`config.mk`:
```
export PLATFORM = sky130hd
export DESIGN_NAME = led_bounce_scanner
export DESIGN_NICKNAME = d
export VERILOG_FILES = /design/src/rtl/core/lbs_pkg.sv /design/src/rtl/core/led_bounce_scanner.sv
export SDC_FILE = /design/constraint.sdc
export NUM_CORES = 1
export LEC_CHECK = 0
export BUFFER_PORTS_ARGS = -buffer_cell sky130_fd_sc_hd__buf_2
export CORE_MARGIN = 3
export CORE_UTILIZATION = 35
export CTS_BUF_LIST = sky130_fd_sc_hd__clkbuf_16
export CTS_CLUSTER_DIAMETER = 150
export DETAILED_ROUTE_END_ITERATION = 8
export PLACE_DENSITY = 0.61
export SETUP_SLACK_MARGIN = 0.1
export SYNTH_ARGS = -nofsm -noshare
export SYNTH_HDL_FRONTEND = slang
export SYNTH_SLANG_ARGS = --single-unit
```
`constraint.sdc`:
```
create_clock -name clk -period 3.8 [get_ports clk]
set_input_delay 0.76 -clock clk [delete_from_list [all_inputs] [get_ports clk]]
set_output_delay 0.76 -clock clk [all_outputs]
set_load 0.05 [all_outputs]
```
`src/rtl/core/lbs_pkg.sv`:
```
// ---------------------------------------------------------------------------
// LED bounce scanner package
// Button codes and timing constants shared by the scanner logic.
// ---------------------------------------------------------------------------
package lbs_pkg;

    // Button codes, compared as the whole active-low byte.
    localparam logic [7:0] BTN_ADJ_UP   = 8'h7F;
    localparam logic [7:0] BTN_ADJ_DOWN = 8'hFE;
    localparam logic [7:0] BTN_REP_UP   = 8'hBF;
    localparam logic [7:0] BTN_REP_DOWN = 8'hFD;
    localparam logic [7:0] BTN_CNT_UP   = 8'hDF;
    localparam logic [7:0] BTN_CNT_DOWN = 8'hFB;
    localparam logic [7:0] BTN_ALL_ON   = 8'hE7;
    localparam logic [7:0] BTN_OFF      = 8'hEF;
    localparam logic [7:0] BTN_HOLD     = 8'hF7;

    localparam int LED_PORT_W = 8;
    localparam int BASE_W     = 6;
    localparam int ADJ_W      = 16;
    localparam int TICK_W     = 16;
    localparam int REP_W      = 8;

    localparam logic [BASE_W-1:0] MIN_PERIOD = 6'd15;
    localparam logic [BASE_W-1:0] BASE_RESET = 6'd50;
    localparam logic signed [ADJ_W-1:0] ADJ_STEP = 16'sd10;
    localparam logic signed [ADJ_W-1:0] ADJ_MAX  = 16'sh7FFF;
    localparam logic signed [ADJ_W-1:0] ADJ_MIN  = 16'sh8000;

    typedef logic [LED_PORT_W-1:0] led_port_t;

endpackage

```
`src/rtl/core/led_bounce_scanner.sv`:
```
// ---------------------------------------------------------------------------
// LED bounce scanner
// One-hot LED that sweeps up and down, blinking at each position, with
// button control of timing, repeats, LED count and forced port patterns.
// ---------------------------------------------------------------------------
// Usage:
//   Input channel (in_valid, in_stall, buttons_n) carries one beat per
//   millisecond tick with the raw active-low button byte. Output channel
//   (out_valid, out_stall, leds, holding) returns exactly one beat per input
//   beat: the LED port pattern for that tick and the hold flag.
//   The result of an accepted beat is registered in the result register, or
//   in the skid register while the receiver holds the result. The state update
//   is a single pass of logic from the button byte to the state and result
//   registers, so a new beat is accepted in every cycle while in_stall is low.
//   A two-entry output (result register plus skid register) keeps the input
//   open while one result waits. in_stall rises only when both entries are
//   full, that is when a beat arrives while the receiver holds the result.
//   Reset clears the queue and loads the sweep state: position 0 sweeping
//   up, off phase first, 51 ticks to the first phase end, base period 50,
//   adjust 1, one blink per position, and min(4, NUM_LEDS) LEDs in use.
// ---------------------------------------------------------------------------
module led_bounce_scanner #(
    parameter int NUM_LEDS = 8
) (
    input  logic               clk,
    input  logic               rst_n,
    input  logic               in_valid,
    output logic               in_stall,
    input  logic [7:0]         buttons_n,
    output logic               out_valid,
    input  logic               out_stall,
    output lbs_pkg::led_port_t leds,
    output logic               holding
);
    import lbs_pkg::*;

    // Position and LED count share one width that can hold NUM_LEDS itself.
    localparam int POS_W     = $clog2(NUM_LEDS + 1);
    localparam int LIT_RESET = (NUM_LEDS < 4) ? NUM_LEDS : 4;

    // Sweep and timing state.
    logic [POS_W-1:0]        led_position_reg, led_position_next;
    logic                    sweeping_down_reg, sweeping_down_next;
    logic [REP_W-1:0]        blink_done_reg, blink_done_next;
    logic                    on_phase_reg, on_phase_next;
    logic [TICK_W-1:0]       ticks_left_reg, ticks_left_next;
    logic [BASE_W-1:0]       base_period_reg, base_period_next;
    logic signed [ADJ_W-1:0] period_adjust_reg, period_adjust_next;
    logic [REP_W-1:0]        repeat_count_reg, repeat_count_next;
    logic [POS_W-1:0]        lit_count_reg, lit_count_next;
    logic                    hold_mode_reg, hold_mode_next;
    led_port_t               led_pattern_reg, led_pattern_next;

    // Output queue: result register and skid register.
    logic                    out_valid_reg;
    led_port_t               out_leds_reg;
    logic                    out_hold_reg;
    logic                    skid_valid_reg;
    led_port_t               skid_leds_reg;
    logic                    skid_hold_reg;

    logic                    in_accept;
    logic                    out_pop;
    logic [TICK_W-1:0]       ticks_dec;
    logic signed [ADJ_W:0]   phase_sum;

    assign in_stall  = skid_valid_reg;
    assign in_accept = in_valid && !skid_valid_reg;
    assign out_pop   = out_valid_reg && !out_stall;

    assign out_valid = out_valid_reg;
    assign leds      = out_leds_reg;
    assign holding   = out_hold_reg;

    // Next state for one tick. The button byte is applied after the phase's
    // own pattern change, so a forced pattern wins at an off phase end and
    // is wiped out by the return to dark at an on phase end.
    always_comb
    begin
        led_position_next  = led_position_reg;
        sweeping_down_next = sweeping_down_reg;
        blink_done_next    = blink_done_reg;
        on_phase_next      = on_phase_reg;
        ticks_left_next    = ticks_left_reg;
        base_period_next   = base_period_reg;
        period_adjust_next = period_adjust_reg;
        repeat_count_next  = repeat_count_reg;
        lit_count_next     = lit_count_reg;
        hold_mode_next     = hold_mode_reg;
        led_pattern_next   = led_pattern_reg;
        ticks_dec          = (ticks_left_reg != '0) ? ticks_left_reg - 1'b1 : ticks_left_reg;
        phase_sum          = '0;

        if (hold_mode_reg)
        begin
            led_pattern_next = '0;
            if (buttons_n == BTN_OFF)
            begin
                hold_mode_next = 1'b0;
            end
        end
        else if (ticks_dec != '0)
        begin
            ticks_left_next = ticks_dec;
        end
        else
        begin
            if (!on_phase_reg)
            begin
                if ((led_position_reg >> 3) == '0)
                begin
                    led_pattern_next = led_port_t'(1) << 3'(led_position_reg);
                end
                else
                begin
                    led_pattern_next = '0;
                end
            end

            case (buttons_n)
                BTN_ADJ_UP:
                begin
                    if (period_adjust_reg > ADJ_MAX - ADJ_STEP)
                        period_adjust_next = ADJ_MAX;
                    else
                        period_adjust_next = period_adjust_reg + ADJ_STEP;
                end
                BTN_ADJ_DOWN:
                begin
                    if (period_adjust_reg < ADJ_MIN + ADJ_STEP)
                        period_adjust_next = ADJ_MIN;
                    else
                        period_adjust_next = period_adjust_reg - ADJ_STEP;
                end
                BTN_REP_UP:
                begin
                    if (repeat_count_reg != '1)
                        repeat_count_next = repeat_count_reg + 1'b1;
                end
                BTN_REP_DOWN:
                begin
                    if (repeat_count_reg <= REP_W'(1))
                        repeat_count_next = REP_W'(1);
                    else
                        repeat_count_next = repeat_count_reg - 1'b1;
                end
                BTN_CNT_UP:
                begin
                    if (lit_count_reg >= POS_W'(NUM_LEDS))
                        lit_count_next = POS_W'(NUM_LEDS);
                    else
                        lit_count_next = lit_count_reg + 1'b1;
                end
                BTN_CNT_DOWN:
                begin
                    if (lit_count_reg <= POS_W'(2))
                        lit_count_next = POS_W'(2);
                    else
                        lit_count_next = lit_count_reg - 1'b1;
                end
                BTN_ALL_ON:
                begin
                    led_pattern_next = '1;
                end
                BTN_OFF:
                begin
                    led_pattern_next = '0;
                end
                BTN_HOLD:
                begin
                    led_pattern_next = '0;
                    hold_mode_next   = 1'b1;
                end
                default:
                begin
                end
            endcase

            if (!on_phase_reg)
            begin
                on_phase_next = 1'b1;
            end
            else
            begin
                if (blink_done_reg != '1)
                    blink_done_next = blink_done_reg + 1'b1;
                if (blink_done_next >= repeat_count_next)
                begin
                    blink_done_next = '0;
                    // Bounce between the ends without showing an end twice.
                    if (!sweeping_down_reg)
                    begin
                        if ({1'b0, led_position_reg} + 1'b1 < {1'b0, lit_count_next})
                        begin
                            led_position_next = led_position_reg + 1'b1;
                        end
                        else if (led_position_reg >= POS_W'(2))
                        begin
                            led_position_next  = led_position_reg - 1'b1;
                            sweeping_down_next = 1'b1;
                        end
                        else
                        begin
                            led_position_next = '0;
                        end
                    end
                    else
                    begin
                        if (led_position_reg >= POS_W'(2))
                        begin
                            led_position_next = led_position_reg - 1'b1;
                        end
                        else
                        begin
                            led_position_next  = '0;
                            sweeping_down_next = 1'b0;
                        end
                    end
                end
                led_pattern_next = '0;
                on_phase_next    = 1'b0;
            end

            // Load the next phase. A phase shorter than the minimum is
            // skipped in a single tick and the timing falls back to MIN_PERIOD, adjust 1.
            phase_sum = $signed({{(ADJ_W + 1 - BASE_W){1'b0}}, base_period_next})
                      + $signed({period_adjust_next[ADJ_W-1], period_adjust_next});
            if (phase_sum < $signed({{(ADJ_W + 1 - BASE_W){1'b0}}, MIN_PERIOD}))
            begin
                base_period_next   = MIN_PERIOD;
                period_adjust_next = ADJ_W'(1);
                ticks_left_next    = TICK_W'(1);
            end
            else
            begin
                ticks_left_next = phase_sum[TICK_W-1:0];
            end
        end
    end

    always_ff @(posedge clk or negedge rst_n)
    begin
        if (!rst_n)
        begin
            led_position_reg  <= '0;
            sweeping_down_reg <= 1'b0;
            blink_done_reg    <= '0;
            on_phase_reg      <= 1'b0;
            ticks_left_reg    <= TICK_W'(BASE_RESET) + 1'b1;
            base_period_reg   <= BASE_RESET;
            period_adjust_reg <= ADJ_W'(1);
            repeat_count_reg  <= REP_W'(1);
            lit_count_reg     <= POS_W'(LIT_RESET);
            hold_mode_reg     <= 1'b0;
            led_pattern_reg   <= '0;
        end
        else if (in_accept)
        begin
            led_position_reg  <= led_position_next;
            sweeping_down_reg <= sweeping_down_next;
            blink_done_reg    <= blink_done_next;
            on_phase_reg      <= on_phase_next;
            ticks_left_reg    <= ticks_left_next;
            base_period_reg   <= base_period_next;
            period_adjust_reg <= period_adjust_next;
            repeat_count_reg  <= repeat_count_next;
            lit_count_reg     <= lit_count_next;
            hold_mode_reg     <= hold_mode_next;
            led_pattern_reg   <= led_pattern_next;
        end
    end

    // Output queue control. The skid entry fills only when a beat arrives
    // while the result register is held by the receiver.
    always_ff @(posedge clk or negedge rst_n)
    begin
        if (!rst_n)
        begin
            out_valid_reg  <= 1'b0;
            skid_valid_reg <= 1'b0;
        end
        else if (skid_valid_reg)
        begin
            if (out_pop)
            begin
                skid_valid_reg <= 1'b0;
            end
        end
        else if (in_accept)
        begin
            if (out_valid_reg && !out_pop)
            begin
                skid_valid_reg <= 1'b1;
            end
            else
            begin
                out_valid_reg <= 1'b1;
            end
        end
        else if (out_pop)
        begin
            out_valid_reg <= 1'b0;
        end
    end

    // Output queue payload.
    always_ff @(posedge clk)
    begin
        if (skid_valid_reg)
        begin
            if (out_pop)
            begin
                out_leds_reg <= skid_leds_reg;
                out_hold_reg <= skid_hold_reg;
            end
        end
        else if (in_accept)
        begin
            if (out_valid_reg && !out_pop)
            begin
                skid_leds_reg <= led_pattern_next;
                skid_hold_reg <= hold_mode_next;
            end
            else
            begin
                out_leds_reg <= led_pattern_next;
                out_hold_reg <= hold_mode_next;
            end
        end
    end

endmodule
```
==> results.sh, run 1 <==
export IMPL_yosysMostFrequentCell="nand2_1"
export IMPL_nFillCells=1840
export IMPL_critical_path_top_delay_family="compound AO/OA/AOI/OAI gates"
export IMPL_dieWidth_um=148
export IMPL_synth_edf_count=18
export IMPL_syn_num_nets=843
export IMPL_irDropWorstVdd_v=0.000183
export IMPL_finalHoldViolations=0
export IMPL_clock_latency_ps=350
export IMPL_min_path_type="register to register"
export IMPL_cp_common_cell="buf_4"
export IMPL_grt_pass1_wl_mm=32.3
export IMPL_gp_congestion=0.912
export IMPL_required_ps=4040
export IMPL_crit_path_end_kind="register"
export IMPL_overflow=0
export IMPL_p_per_area_nw_per_um2=333
export IMPL_start_util_pct=35.8
export IMPL_via_count=6725
export IMPL_ctsRootBufferMaster="clkbuf_16"
export IMPL_fin_skew_ps=11.3
export IMPL_syn_area_per_cell_um2=8.80
export IMPL_cp_max_fo=9
export IMPL_cts_hold_buf=0
export IMPL_yosys_area_top_type="dfrtp_1"
export IMPL_slowest_delay_ps=390
export IMPL_period_needed_ps=4060
export IMPL_first_pass_iters=5
export IMPL_startpoint_type="register"
export IMPL_fin_crit_sh_pct=107
export IMPL_setup_viol=29
export IMPL_synth_warnings=0
export IMPL_die_area_um2=21800
export IMPL_core_um2=19600
export IMPL_synth_top_area_share_pct=22.4
export IMPL_async_reset_ff_share_pct=79.8
export IMPL_slew_headroom_pct=37.3
export IMPL_grt_max_degree=72
export IMPL_drt_total_wl_mm=19.6
export IMPL_io_buffer_count=22
export IMPL_antenna_found_initial=0
export IMPL_slowest_stage="dfrtp_1"
export IMPL_max_freq_mhz=246
export IMPL_max_slew_worst_pin_slew_ps=941
export IMPL_cts_buffer_depth=2
export IMPL_status="finished with violations"
export IMPL_power_w=0.00315
export IMPL_wl_per_cell_um=15.9
export IMPL_diodes=0
export IMPL_pin_count=23
export IMPL_antenna_left=0
export IMPL_multi_input_area_um2=4920
export IMPL_fin_ws_ps=-257
export IMPL_worstSetupPathType="register to register"
export IMPL_crit_buf_inv=5
export IMPL_synth_flop_cell="dfrtp_1"
export IMPL_nets=1010
export IMPL_cp_arrival_ps=4300
export IMPL_synth_area_leaders="dfrtp_1 (22%), edfxtp_1 (7.7%), ha_1 (5.9%), nand2_1 (5.6%), o21ai_0 (4.3%)"
export IMPL_drive_above_1_share_pct=35.9
export IMPL_drc_errors=0
export IMPL_pre_cts_slack_ps=-639
export IMPL_area_growth_synth_to_final_pct=34.6
export IMPL_crit_chain="buf_6 > nor4b_4 > buf_4 > nand4_2 > buf_4 > a211oi_4 > or2_4 > ha_4 > nor2b_1 > o21ai_2 > a21oi_2 > o21ai_2 > a21oi_4 > and3_1 > o31ai_4 > a2111oi_4 > buf_4 > a31o_4 > clkbuf_16 > a21o_1"
export IMPL_drt_iter0_drc=419
export IMPL_routed_via_density=5.45
export IMPL_synth_area_um2=7020
export IMPL_ys_seq_elements=89
export IMPL_ys_top_cells_by_count="nand2_1 (104), dfrtp_1 (63), o21ai_0 (61)"
export IMPL_tns_ps=-5350
export IMPL_cts_buffers=9
export IMPL_ys_seq_area_share_pct=33.1
export IMPL_clk_pin_slew_worst_paths_ps=70
export IMPL_yosysUniqueCellTypes=95
export IMPL_htree_levels=3
export IMPL_synthCells=798
export IMPL_cts_sinks=89
export IMPL_grt_pass1_vias=6488
export IMPL_slew_viol_final=0
export IMPL_cts_tree="built"
export IMPL_violations="setup timing"
export IMPL_drv_cap=0
export IMPL_ff_latch_area_um2=2330
export IMPL_rows=51
export IMPL_grt_use_total_pct=17.8
export IMPL_p_leak_nw=3.87
export IMPL_rsz0062_at_grt="yes"
export IMPL_die_height_um=148
export IMPL_dp_hpwl_mm=14.6
-- layer usage --
layer / share of wire (%) / wire [µm] / GRT usage [%] / vias up
met3: 4.5 / 890 / 2.27 / 25
met1: 47 / 9310 / 25.3 / 3191
met5: 0 / 0 / 0 / -
li1: - / - / - / 3332
met4: 1.9 / 372 / 5.13 / 0
met2: 46 / 9070 / 28.7 / 177
-- repair_timing --
item / in CTS / in global routing
setup buffers: 13 / 11
endpoints found under the setup margin: 42 / 61
pin swaps: 26 / 28
resized for setup: 38 / 50
gates cloned: 0 / 2
-- worst reg2reg max path, stage by stage (launching register included) --
cell and delay (ps):
dfrtp_1 390, buf_6 130, nor4b_4 290, buf_4 170, nand4_2 140, buf_4 230, a211oi_4 290, or2_4 200
ha_4 130, nor2b_1 50, o21ai_2 190, a21oi_2 100, o21ai_2 200, a21oi_4 100, and3_1 190, o31ai_4 290
a2111oi_4 110, buf_4 170, a31o_4 280, clkbuf_16 160, a21o_1 170
-- where the power goes --
group,internal (W),switching [W]
combinational,0.000350,0.000539
sequential,0.00121,0.000150
clock,0.000469,0.000432
total,0.00203,0.00112
-- kinds of logic (layout without fill, tap and decap cells) --
group	after synthesis	after routing	share of synthesized area (%)
AO/OA/AOI/OAI	241	241	24.5
XOR/XNOR	23	23	2.87
adder cells (fa/ha/maj)	33	33	5.88
buffers and inverters	66	237	4.04
flip-flops	89	89	33.1
multiplexers	26	26	4.31
AND/OR/NAND/NOR	320	321	25.3
-- cell usage in the layout, fill, tap and decap left out, types with 8 or more instances in the layout --
cell type and instances:
buf_6 10, clkbuf_16 10, o21ai_1 16, dfrtp_1 63, o21ai_0 46, nor4_1 8
nand4_1 9, a31oi_1 17, mux2_2 21, nand2b_1 12, o31ai_1 10, nor2_1 51
a21o_1 13, dfstp_2 8, edfxtp_1 18, xnor2_1 17, inv_1 29, buf_4 156
a22o_1 9, and3_1 13, nand3_1 14, nor3_1 26, nor2b_1 9, ha_1 25
a21oi_1 30, buf_2 21, nand2_1 101
-- worst paths after layout --
kind                       slack (ps)  cells after the start                  end             startpoint
max in group asynchronous        2640                      1  repeat_count_reg[7]                  rst_n
min reg2reg                       500                      2    ticks_left_reg[1]      ticks_left_reg[1]
max                              -260                     20   base_period_reg[3]  period_adjust_reg[13]
max reg2reg                      -260                     20   base_period_reg[3]  period_adjust_reg[13]
min                               500                      2    ticks_left_reg[1]      ticks_left_reg[1]
min in group asynchronous         540                      1    ticks_left_reg[9]                  rst_n
-- cell type report --
class	instances	area share, %
multi-input cells	644	52.0
repair buffers	190	15.4
clock inverters	7	0.847
flip-flops and latches	89	24.6
inverters	31	1.23
well taps	265	3.51
clock buffers	9	2.38
-- metrics by stage --
stage | utilization, % | area [µm²] | std cells | hold WS (ps)
detailed placement | 43.5 | 8520 | 1194 | 489
global route | 48.2 | 9450 | 1235 | 526
global placement | 43.5 | 8520 | 1194 | 488
floorplan | - | 7160 | 798 | 464
finish | 48.2 | 9450 | 1235 | 498
CTS | 46.3 | 9080 | 1223 | 501
(Power assumes the default switching activity.)
==> run 2, diff against run 1 <==
--- a/config.mk
+++ b/config.mk
@@ -6,6 +6,7 @@
 export NUM_CORES = 1
 export LEC_CHECK = 0
 export BUFFER_PORTS_ARGS = -buffer_cell sky130_fd_sc_hd__buf_2
+export CORE_ASPECT_RATIO = 0.7
 export CORE_MARGIN = 3
 export CORE_UTILIZATION = 35
 export CTS_BUF_LIST = sky130_fd_sc_hd__clkbuf_16
==> run 2 against run 1 <==
Effect of this change:
- the run still ends with setup timing left
- register-to-register slack worse by 30 ps
- count of clock-buffer cells in the layout unchanged
- sequential share of layout area down 0.67 points
- cell count up 0.89%
- hold slack better by 16 ps
- non-clock buffer count up 13
- core utilization up 2.2 points
- die area up 0.12%
- clock power up 2%
- first-iteration DRC count up 84%
- sequential power about the same
- critical path type is now primary input to register
- largest cell class unchanged
- largest power group unchanged
==> results.sh, run 2 (synthesis gave the netlist of run 1 again) <==
export IMPL_worstSetupPathType="primary input to register"
export IMPL_via_count=6917
export IMPL_dp_hpwl_mm=15.6
export IMPL_drt_iter0_drc=771
export IMPL_antenna_left=0
export IMPL_grt_pass1_vias=6275
export IMPL_ctsRootBufferMaster="clkbuf_16"
export IMPL_diodes=0
export IMPL_cts_buffer_depth=2
export IMPL_endpoint="base_period_reg[3]"
export IMPL_status="finished with violations"
export IMPL_grt_use_total_pct=18.9
export IMPL_drc_errors=0
export IMPL_drive_above_1_share_pct=38.2
export IMPL_gp_congestion=0.948
export IMPL_rsz0062_at_grt="yes"
export IMPL_drt_total_wl_mm=21.3
export IMPL_cp_arrival_ps=4330
export IMPL_overflow=0
export IMPL_required_ps=4050
export IMPL_fin_ws_ps=-282
export IMPL_grt_pass1_wl_mm=33.5
export IMPL_io_buffer_count=22
export IMPL_core_um2=19300
export IMPL_antenna_found_initial=0
export IMPL_slew_viol_final=0
export IMPL_finalHoldViolations=0
export IMPL_rows=42
export IMPL_cts_tree="built"
export IMPL_routed_via_density=5.55
export IMPL_fin_crit_sh_pct=107
export IMPL_violations="setup timing"
export IMPL_drv_cap=0
export IMPL_r2r_end="base_period_reg[3]"
export IMPL_cts_sinks=89
export IMPL_crit_path_start="buttons_n[5]"
export IMPL_slew_headroom_pct=35.8
export IMPL_reg2reg_slack_ps=-280
export IMPL_period_needed_ps=4080
export IMPL_setup_viol=37
export IMPL_min_path_type="register to register"
export IMPL_cp_max_fo=6
export IMPL_hold_ws_ps=513
export IMPL_die_area_um2=21800
export IMPL_irDropWorstVdd_v=0.000248
export IMPL_pre_cts_slack_ps=-701
export IMPL_grt_max_degree=72
export IMPL_crit_path_end_kind="register"
export IMPL_clk_pin_slew_worst_paths_ps=80
export IMPL_dieWidth_um=175
export IMPL_r2r_worst_path_cells=21
export IMPL_cts_buffers=9
export IMPL_post_route_util_pct=50.4
export IMPL_pin_count=23
export IMPL_fin_skew_ps=13.0
export IMPL_layout_commonest_cell="buf_4"
export IMPL_p_leak_nw=3.96
export IMPL_startpoint_type="primary input"
export IMPL_first_pass_iters=5
export IMPL_area_growth_synth_to_final_pct=38.5
export IMPL_start_util_pct=36.4
export IMPL_rr_startpoint="period_adjust_reg[0]"
export IMPL_p_per_area_nw_per_um2=326
export IMPL_clock_latency_ps=360
export IMPL_htree_levels=3
export IMPL_max_slew_worst_pin_slew_ps=963
export IMPL_die_height_um=125
export IMPL_wl_per_cell_um=17.1
export IMPL_most_common_layout_cells="buf_4 (161), nand2_1 (102), dfrtp_1 (61)"
export IMPL_max_freq_mhz=245
export IMPL_nets=1022
[run 2: changes by cell type in the layout (fill, tap and decap cells not counted), moves of 4 or more]
cell | previous run | this run
buf_2 | 21 | 17
buf_4 | 156 | 161
o31ai_2 | 6 | 2
nor2_1 | 51 | 47
o21ai_1 | 16 | 22
o21ai_0 | 46 | 37
a21oi_2 | 7 | 11
a21oi_1 | 30 | 26
buf_6 | 10 | 20
o31ai_4 | 1 | 6
[run 2: cell type report]
| type | instances | area, µm² |
|---|---|---|
| Timing Repair Buffer | 203 | 1620 |
| Fill cell | 1808 | 9560 |
| Sequential cell | 89 | 2330 |
| Clock inverter | 7 | 73.8 |
| Multi-Input combinational cell | 643 | 5030 |
| Inverter | 31 | 116 |
| Clock buffer | 9 | 225 |
| Tap cell | 264 | 330 |
[run 2: timing repair]
action	in CTS	in global routing
pin swaps	21	39
buffers inserted	13	19
gates cloned	0	1
gates resized for setup	55	81
hold buffers	0	0
setup endpoints to repair	39	47
[run 2: layer usage]
layer  up-vias  GRT usage, %  part of all wire, %
met3        19          4.57                  8.1
met5         -             0                    0
met1      3310          30.9                   51
met4         0          3.75                 0.93
met2       225          24.4                   40
li1       3363             -                    -
[run 2: through the flow]
stage | power [W] | TNS (ps) | instance area [µm²] | instances
floorplan | 0.00199 | -8770 | 7160 | 798
global placement | 0.00222 | -19280 | 8560 | 1198
detailed placement | 0.00224 | -23410 | 8560 | 1198
CTS | 0.00317 | -5220 | 9210 | 1227
global route | 0.00334 | -13790 | 9730 | 1246
finish | 0.00317 | -6810 | 9730 | 1246
[run 2: how the worst min path moves through the flow]
stage	start	to	slack (ps)	depth (start not counted)
after floorplan	rst_n	base_period_reg[3]	460	0
after detailed placement	ticks_left_reg[1]	ticks_left_reg[1]	490	2
after CTS	ticks_left_reg[1]	ticks_left_reg[1]	510	2
after global placement	led_pattern_reg[7]	led_pattern_reg[7]	490	1
after global routing	led_pattern_reg[5]	led_pattern_reg[5]	530	1
final	led_pattern_reg[7]	led_pattern_reg[7]	510	1
[run 2: power breakdown]
part | switching, W | leakage, nW | internal, W | total [W]
clock | 0.000446 | 0.150 | 0.000470 | 0.000916
combinational | 0.000544 | 2.75 | 0.000354 | 0.000898
sequential | 0.000153 | 1.07 | 0.00121 | 0.00136
[run 2: critical path: stages]
cell and delay, ps:
buf_8 80, nand4_4 200, or2_2 400, a31oi_4 210
a22oi_2 100, a21oi_2 220, a21oi_2 90, ha_4 300
o21ai_2 50, a21oi_2 130, or2_4 150, a21oi_4 60
a311oi_4 260, buf_6 170, nand4bb_2 120, nand2b_4 180
mux2i_4 230, a31o_4 290, buf_12 150, a21o_1 170
==> run 3, diff against run 2 <==
--- a/config.mk
+++ b/config.mk
@@ -13,7 +13,7 @@
 export CTS_CLUSTER_DIAMETER = 150
 export DETAILED_ROUTE_END_ITERATION = 8
 export PLACE_DENSITY = 0.61
-export SETUP_SLACK_MARGIN = 0.1
+export SETUP_SLACK_MARGIN = 0.02
 export SYNTH_ARGS = -nofsm -noshare
 export SYNTH_HDL_FRONTEND = slang
 export SYNTH_SLANG_ARGS = --single-unit
==> constraint.sdc (replaced) <==
create_clock -name clk -period 3.56 [get_ports clk]
set_input_delay 0.712 -clock clk [delete_from_list [all_inputs] [get_ports clk]]
set_output_delay 0.712 -clock clk [all_outputs]
set_load 0.05 [all_outputs]
==> run 3 against run 2 <==
Effect of this change:
- the run still ends with setup timing left
- sequential power is 7% higher
- worst setup slack worse by 280 ps
- first-iteration DRC count is 23% lower
- non-clock buffer count is 12 higher
- global-route usage is 0.45 points higher
- largest power group unchanged
==> results.sh, run 3 (synthesis gave the netlist of run 1 again) <==
export IMPL_r2r_end="period_adjust_reg[10]"
export IMPL_cts_buffer_depth=2
export IMPL_p_per_area_nw_per_um2=347
export IMPL_slew_viol_final=0
export IMPL_dp_hpwl_mm=15.7
export IMPL_r2r_worst_path_cells=19
export IMPL_rr_startpoint="period_adjust_reg[0]"
export IMPL_first_pass_iters=5
export IMPL_max_slew_worst_pin_slew_ps=975
export IMPL_crit_path_end_kind="register"
export IMPL_overflow=0
export IMPL_diodes=0
export IMPL_core_um2=19300
export IMPL_irDropWorstVdd_v=0.000216
export IMPL_most_common_layout_cells="buf_4 (178), nand2_1 (103), dfrtp_1 (63)"
export IMPL_worstSetupPathType="register to register"
export IMPL_rows=42
export IMPL_layout_commonest_cell="buf_4"
export IMPL_gp_congestion=0.987
export IMPL_drv_cap=0
export IMPL_cp_arrival_ps=4410
export IMPL_cts_buffers=9
export IMPL_required_ps=3840
export IMPL_crit_path_start="period_adjust_reg[0]"
export IMPL_cts_tree="built"
export IMPL_violations="setup timing"
export IMPL_cts_sinks=89
export IMPL_tns_ps=-16990
export IMPL_die_height_um=125
export IMPL_drt_total_wl_mm=21.1
export IMPL_grt_pass1_vias=6463
export IMPL_fin_ws_ps=-565
export IMPL_top_layer_used="met4"
export IMPL_pin_count=23
export IMPL_drive_above_1_share_pct=38.9
export IMPL_via_count=7008
export IMPL_clock_latency_ps=370
export IMPL_p_leak_nw=4.08
export IMPL_endpoint="period_adjust_reg[10]"
export IMPL_slew_headroom_pct=35.0
export IMPL_grt_use_total_pct=19.4
export IMPL_met1_length_mm=10.7
export IMPL_period_needed_ps=4120
export IMPL_setup_viol=39
export IMPL_start_util_pct=36.4
export IMPL_ctsRootBufferMaster="clkbuf_16"
export IMPL_nFillCells=1778
export IMPL_dieWidth_um=175
export IMPL_clk_pin_slew_worst_paths_ps=80
export IMPL_drt_iter0_drc=592
export IMPL_status="finished with violations"
export IMPL_dr_wl_met3_mm=1.82
export IMPL_grt_pass1_wl_mm=34.2
export IMPL_routed_via_density=5.57
export IMPL_cts_hold_buf=0
export IMPL_antenna_found_initial=0
export IMPL_reg2reg_slack_ps=-560
export IMPL_max_freq_mhz=242
export IMPL_htree_levels=3
export IMPL_die_area_um2=21800
export IMPL_finalHoldViolations=0
export IMPL_pre_cts_slack_ps=-875
export IMPL_met2_length_mm=8.34
export IMPL_fin_skew_ps=9.86
export IMPL_wl_per_cell_um=16.8
export IMPL_rsz0062_at_grt="yes"
export IMPL_nets=1034
export IMPL_grt_max_degree=72
export IMPL_antenna_left=0
export IMPL_area_growth_synth_to_final_pct=39.6
export IMPL_cp_max_fo=8
export IMPL_drc_errors=0
export IMPL_io_buffer_count=22
export IMPL_min_path_type="primary input to async pin"
export IMPL_fin_crit_sh_pct=116
export IMPL_startpoint_type="register"
==> run 3: how the worst min path moves through the flow <==
stage	to	slack (ps)	depth (start not counted)
finish	ticks_left_reg[8]	490	1
global route	base_period_reg[4]	520	1
CTS	ticks_left_reg[1]	500	2
detailed placement	ticks_left_reg[1]	490	2
global placement	led_pattern_reg[7]	490	1
floorplan	base_period_reg[3]	420	0
==> run 3: through the flow <==
step                      total power, W  instances  util, %  area, µm²  hold slack, ps
after floorplan                  0.00213        798        -       7160             416
after global placement           0.00238       1219     45.3       8740             489
after detailed placement         0.00239       1219     45.3       8740             492
after CTS                        0.00340       1250     48.7       9390             503
after global routing             0.00358       1258     50.8       9800             520
final                            0.00340       1258     50.8       9800             491
==> run 3: what timing repair did <==
item,CTS,global route
gates resized for setup,50,73
cloned,0,1
endpoints found under the setup margin,47,47
pin swaps,15,37
setup buffers,16,8
==> run 3: cell type report <==
cell class                 count  area (µm²)  share of cell area (%)
inverter                      31         116                    1.19
clock buffer                   9         225                    2.30
sequential                    89        2330                    23.7
multi-input combinational    643        5010                    51.1
tap                          264         330                    3.37
clock inverter                 7        81.3                   0.830
timing repair buffer         215        1710                    17.5
==> run 3: report_power, final <==
group	switching, W	internal [W]	total, W
Combinational	0.000582	0.000381	0.000963
Sequential	0.000163	0.00129	0.00145
Clock	0.000484	0.000502	0.000985
==> run 3: routing by layer <==
layer,up-vias,global-route usage (%)
met4,0,4.22
li1,3385,-
met1,3375,30.7
met5,-,0
met2,225,25.6
met3,23,5.18
==> run 3: worst max-delay path: stages, from the launching register on <==
cell       delay, ps
dfstp_2          530
nor4bb_4         390
nor4_4           100
buf_6            160
a31oi_4          200
a211oi_2          90
a21oi_1          170
a21oi_2           60
ha_1             350
o21ai_2           90
a21oi_2          170
o21ai_2           80
a21oi_2          220
buf_4            160
nand4bb_4        130
or2b_4           290
mux2i_4          210
a31o_4           280
clkbuf_16        190
o31ai_2          170
